$ cat config.mk
export PLATFORM = sky130hd
export DESIGN_NAME = sia_div_stage
export DESIGN_NICKNAME = d
export VERILOG_FILES = /design/src/assert_macros.svh /design/src/sia_pkg.sv /design/src/sia_div_stage.sv
export SDC_FILE = /design/constraint.sdc
export NUM_CORES = 1
export LEC_CHECK = 0
export CAP_MARGIN = 15
export CORE_MARGIN = 1.5
export CORE_UTILIZATION = 50
export CTS_CLUSTER_DIAMETER = 100
export DETAILED_ROUTE_END_ITERATION = 10
export DONT_BUFFER_PORTS = 1
export GPL_TIMING_DRIVEN = 0
export MAX_ROUTING_LAYER = met4
export PLACE_DENSITY = 0.67
export SKIP_LAST_GASP = 1
export SLEW_MARGIN = 20
export SYNTH_ARGS = -nofsm -noshare
export SYNTH_HDL_FRONTEND = slang
export SYNTH_SLANG_ARGS = --single-unit
export TNS_END_PERCENT = 1
$ cat constraint.sdc
create_clock -name clk -period 1.9 [get_ports clk]
set_input_delay 0.475 -clock clk [delete_from_list [all_inputs] [get_ports clk]]
set_output_delay 0.475 -clock clk [all_outputs]
set_load 0.02 [all_outputs]
$ cat src/assert_macros.svh
// Assertion helpers for the ALU unit; both sample on clk and stay quiet during reset.
`ifndef ASSERT_MACROS_SVH
`define ASSERT_MACROS_SVH

// Same-cycle implication.
`define ASSERT_IMPLY(label, ante, cons, msg) \
	label: assert property (@(posedge clk) disable iff (!arst_n) (ante) |-> (cons)) \
		else $error(msg);

// Next-cycle implication.
`define ASSERT_NEXT(label, ante, cons, msg) \
	label: assert property (@(posedge clk) disable iff (!arst_n) (ante) |=> (cons)) \
		else $error(msg);

`endif

$ cat src/sia_pkg.sv
package sia_pkg;

	localparam int DW      = 32;
	localparam int CMD_W   = 5;
	localparam int SHAMT_W = 5;
	localparam int IN_W    = ((CMD_W + 2 * DW + 7) / 8) * 8;
	localparam int OUT_W   = ((DW + 1 + 7) / 8) * 8;

	typedef enum logic [CMD_W-1:0] {
		CMD_SET = 5'd0,
		CMD_ADD = 5'd1,
		CMD_SUB = 5'd2,
		CMD_MUL = 5'd3,
		CMD_DIV = 5'd4,
		CMD_MOD = 5'd5,
		CMD_AND = 5'd6,
		CMD_OR  = 5'd7,
		CMD_XOR = 5'd8,
		CMD_EQ  = 5'd9,
		CMD_NE  = 5'd10,
		CMD_GT  = 5'd11,
		CMD_LT  = 5'd12,
		CMD_GE  = 5'd13,
		CMD_LE  = 5'd14,
		CMD_SHR = 5'd15,
		CMD_SHL = 5'd16
	} cmd_t;

	// Word carried down the divider pipe; non-divide results ride along in res.
	typedef struct packed {
		logic          sel_div;
		logic          sel_mod;
		logic          err;
		logic          q_neg;
		logic          r_neg;
		logic [DW-1:0] res;
		logic [DW-1:0] rem;
		logic [DW-1:0] dq;
		logic [DW-1:0] dvs;
	} div_word_t;

endpackage

$ cat src/sia_div_stage.sv
module sia_div_stage (
	input  logic               clk,
	input  logic               arst_n,
	input  logic               en,
	input  logic               in_valid,
	input  sia_pkg::div_word_t in_word,
	output logic               out_valid,
	output sia_pkg::div_word_t out_word
);
	import sia_pkg::*;

	logic [DW:0] trial;
	logic [DW:0] diff;
	logic        take;
	div_word_t   nxt;

	// One restoring step: shift in the next dividend bit, subtract if it fits.
	always_comb begin
		trial = {in_word.rem, in_word.dq[DW-1]};
		diff  = trial - {1'b0, in_word.dvs};
		take  = ~diff[DW];
		nxt   = in_word;
		nxt.rem = take ? diff[DW-1:0] : trial[DW-1:0];
		nxt.dq  = {in_word.dq[DW-2:0], take};
	end

	always_ff @(posedge clk or negedge arst_n) begin
		if (!arst_n) begin
			out_valid <= 1'b0;
		end else if (en) begin
			out_valid <= in_valid;
		end
	end

	always_ff @(posedge clk) begin
		if (en) begin
			out_word <= nxt;
		end
	end

endmodule

Yosys cells after proc, flatten, opt, wreduce, memory -nomap -nowiden
Cells that the tools add are included.
{"block": "word_totals", "output_inout_bits": 134, "inputBits": 137, "regBits": 134, "wordCells": 13}
{"block": "op_classes", "n_mux": 1, "addsub": 1, "n_bitwise": 1}
{"operator": "$sub A33 B32 Y33", "count": 1}
{"operator": "$mux W32", "count": 1}
{"operator": "$not A1 Y1", "count": 1}

Depth between registers and ports, before layout
{"block": "depth", "depth_word": 2, "mapped_depth": 13, "mapped_depth_nobuf": 12}

Worst setup path after synthesis
No wires, ideal clock.
{"block": "synth_timing", "kind": "input port to flip-flop", "from": "input port in_word[16] (netlist name)", "to": "register out_word[67] (netlist name), data pin", "arrival_ps": 2746, "required_ps": 1640, "cell_stages": 12, "slack_ps": -1107, "path_buffers": 2, "setup_time_ps": 260, "cell_sequence": "inv_1 -> ha_1 -> buf_6 -> a21oi_4 -> o211ai_1 -> a221o_1 -> a211o_1 -> o21a_1 -> o211ai_4 -> inv_2 -> buf_6 -> mux2_4"}
{"element": "start, declared", "line_no": "sia_div_stage.sv:6", "text": "input sia_pkg::div_word_t in_word,"}
{"element": "end signal, assigned", "line_no": "sia_div_stage.sv:37", "text": "out_word <= nxt;"}
{"element": "end, declared", "line_no": "sia_div_stage.sv:8", "text": "output sia_pkg::div_word_t out_word"}

==> impl_metrics.py <==
metrics = {
    "critical_path": {
        "startpoint": "in_word[17]",
        "path_cells": "inv_1 > ha_1 > clkbuf_8 > and3_1 > a221o_1 > a211o_1 > o211ai_1 > o211ai_4 > inv_4 > buf_12 > mux2_4",
        "critPathCaptureType": "flop",
        "required_ns": 2.06,
        "slowest_delay_ns": 0.33,
        "critical_path.startpoint_type": "input port",
        "cp.arrival_ns": 2.72,
        "ff2ff_path_depth": 1,
        "setup.worst_path.end": "out_word[86]",
        "cp_num_cells": 11,
        "reg2reg_from": "out_valid",
        "cpMaxStageDelayCell": "a221o_1",
        "crit_type": "in -> reg",
        "crit_buf_inv": 4,
        "crit_fanout": 10,
        "r2r-end": "out_valid",
        "cpLargestDelayFamily": "compound AO/OA/AOI/OAI gates",
        "r2r_slack_ns": 1.03,
    },
    "run": {
        "maxCapViolations": 0,
    },
    "pwr": {
        "power_frac_comb": 0.137,
        "seq_power_share": 0.496,
        "power_frac_clock": 0.367,
        "cellPowerDensity_mw_per_mm2": 1110,
        "total_leakage_power_nw": 2.97,
        "vdd.ir_drop.worst_uv": 608,
        "p_int_w": 0.00599,
        "swShare": 0.282,
        "power_w": 0.00833,
        "p_sw_w": 0.00235,
    },
    "sta": {
        "fin_crit_sh": 1.34,
        "fin_crit_ns": 2.55,
        "skew_ns": 0,
        "worst_slew_pin_slew_ns": 0.510,
        "finalSetupViolCount": 33,
        "rsz0062_at_grt": "yes",
        "hold_ws_ns": 0.147,
        "finalHoldViolCount": 0,
        "relSlewSlack": 0.656,
        "worst_slack_ns": -0.651,
        "timing_max_transition_violations_final": 0,
        "max_freq_mhz": 392,
    },
    "die": {
        "rows": 41,
        "num_io_pins": 271,
        "core_mm2": 0.0126,
        "dieHeight_um": 117,
        "die-area_mm2": 0.0137,
        "die_w_um": 117,
        "start_util": 0.514,
    },
    "synth": {
        "synth_edf_count": 133,
        "synth_fp_nets": 665,
        "ys_types": 51,
        "yosys_warnings": 0,
        "syn_avg_cell_area_um2": 13.1,
        "synthCells": 495,
        "ys_seq_area_frac": 0.620,
        "netlist_area_mm2": 0.00648,
        "ys_seq_elements": 134,
        "ys.flop_type": "edfxtp_1",
        "async_reset_ff_frac": 0.00746,
    },
    "route": {
        "postRouteAntennaNets": 0,
        "viasPerCell": 5.70,
        "vias": 4039,
        "drt_wl_total_um": 16100,
        "first_iter_violations": 312,
        "wl_per_cell_um": 22.7,
        "first_pass_iters": 5,
        "drc": 0,
    },
    "finish": {
        "final_net_count": 693,
        "layout-drive-gt1-share": 0.174,
        "diodes": 0,
        "syn2layout_area_growth_pct": 16.3,
        "design_area_mm2": 0.00754,
        "final_core_util": 0.597,
    },
    "global_routing": {
        "antenna_found_initial": 0,
        "grt_pass1_vias": 3949,
        "grt_max_degree": 135,
        "grt_pass1_wl_um": 22800,
        "globalRouteOverflowTotal": 0,
        "gr-usage-all-layers": 0.239,
    },
    "clock_tree": {
        "clk_path_buf_depth": 2,
        "clk_latency_ns": 0.41,
        "cts_tree": "yes",
        "path_clk_slew_ns": 0.06,
        "clockRootBuffer": "clkbuf_16",
        "cts_max_level": 4,
        "cts_made_buffers": 17,
        "clock_sinks": 134,
    },
    "outcome": {
        "outcome": "finished with violations",
        "violations": "setup timing",
    },
    "placement": {
        "dp_hpwl_um": 12100,
        "dpl_cell_area_mm2": 0.00682,
        "gp_congestion": 0.863,
        "place_ws_ns": -1.40,
        "port_buffers": 0,
    },
    "min_path": {
        "worstHoldPathType": "in -> reg",
    },
}
## layer usage
| metal | GRT usage | up-vias | part of all wire |
|---|---|---|---|
| met5 | - | - | 0 |
| met4 | 0.0940 | 0 | 0.018 |
| met3 | 0.0829 | 19 | 0.094 |
| met2 | 0.409 | 176 | 0.52 |
| met1 | 0.256 | 1943 | 0.37 |
| li1 | - | 1901 | - |
## synthesized netlist by cell type (6+ instances only)
library cell  number  area, µm²
clkbuf_1          11       41.3
nor2_1            16       60.1
mux2_4            18        270
a21oi_1           34        170
o21ai_0           24        120
and3_1             6       37.5
nand3_1           11       55.1
xnor2_1           14        123
nand2_1           44        165
ha_1              32        400
a21o_1            15        113
o211ai_1           8       60.1
edfxtp_1         133       3990
o21a_1             6       45.0
xor2_1            10       87.6
inv_1             41        154
nand4_1            7       43.8
## power groups by stage
stage | Sequential (W) | Clock, W | Combinational (W)
CTS | 0.00415 | 0.00311 | 0.00114
global route | 0.00416 | 0.00325 | 0.00126
floorplan | 0.00413 | 0 | 0.000838
detailed placement | 0.00420 | 0 | 0.00104
finish | 0.00414 | 0.00305 | 0.00114
global placement | 0.00420 | 0 | 0.00102
## metrics by stage
stage	std cells	setup TNS, ns
3_3_place_gp	667	-42.47
3_5_place_dp	667	-43.82
5_1_grt	708	-23.38
4_1_cts	708	-19.33
6_report	708	-19.70
2_1_floorplan	495	-28.74
## registers in the layout, indices dropped and copies added (netlist names)
signal and count:
out_word 133, out_valid 1
## cell families (layout without fill, tap and decap cells)
group | count (synthesis) | count (layout) | synth area share
compound gates | 120 | 120 | 0.123
simple gates | 108 | 108 | 0.0799
mux | 19 | 19 | 0.0434
flops | 134 | 134 | 0.620
buf+inv | 57 | 98 | 0.0367
fa+ha+maj | 33 | 33 | 0.0648
xor+xnor | 24 | 24 | 0.0324
## how the worst min path moves through the flow
stage | from | to | cells past startpoint
global placement | arst_n | out_valid | 0
CTS | in_word[17] | out_word[17] | 0
finish | in_word[10] | out_word[10] | 0
detailed placement | arst_n | out_valid | 0
floorplan | arst_n | out_valid | 0
global route | in_word[15] | out_word[15] | 0
## repair_timing
action	CTS	global route
setup endpoints to repair	33	33
hold buffers	1	0
gates cloned	1	0
hold endpoints to repair	1	0
gates resized for setup	17	1
pin swaps	9	2
buffers inserted	9	1
## layout make-up
cell class	instances	area (µm²)
clock inverters	15	129
inverters	42	165
plain buffers	12	118
multi-input cells	304	2350
clock buffers	17	425
flip-flops and latches	134	4020
well taps	172	215
repair buffers	12	113
fillers	1007	5080
## cells in the final DEF (no fill, tap or decap), drive strengths merged, types with 7 or more instances in the layout
cell and count:
a21o 15, inv 45, nand2 44, xnor2 14
o211ai 9, o21ai 24, clkinv 8, xor2 10
edfxtp 133, clkbuf 25, ha 32, a21oi 36
nand3 11, mux2 19, nand4 7, buf 15
nor2 16
Power figures use the tool's default switching activity.
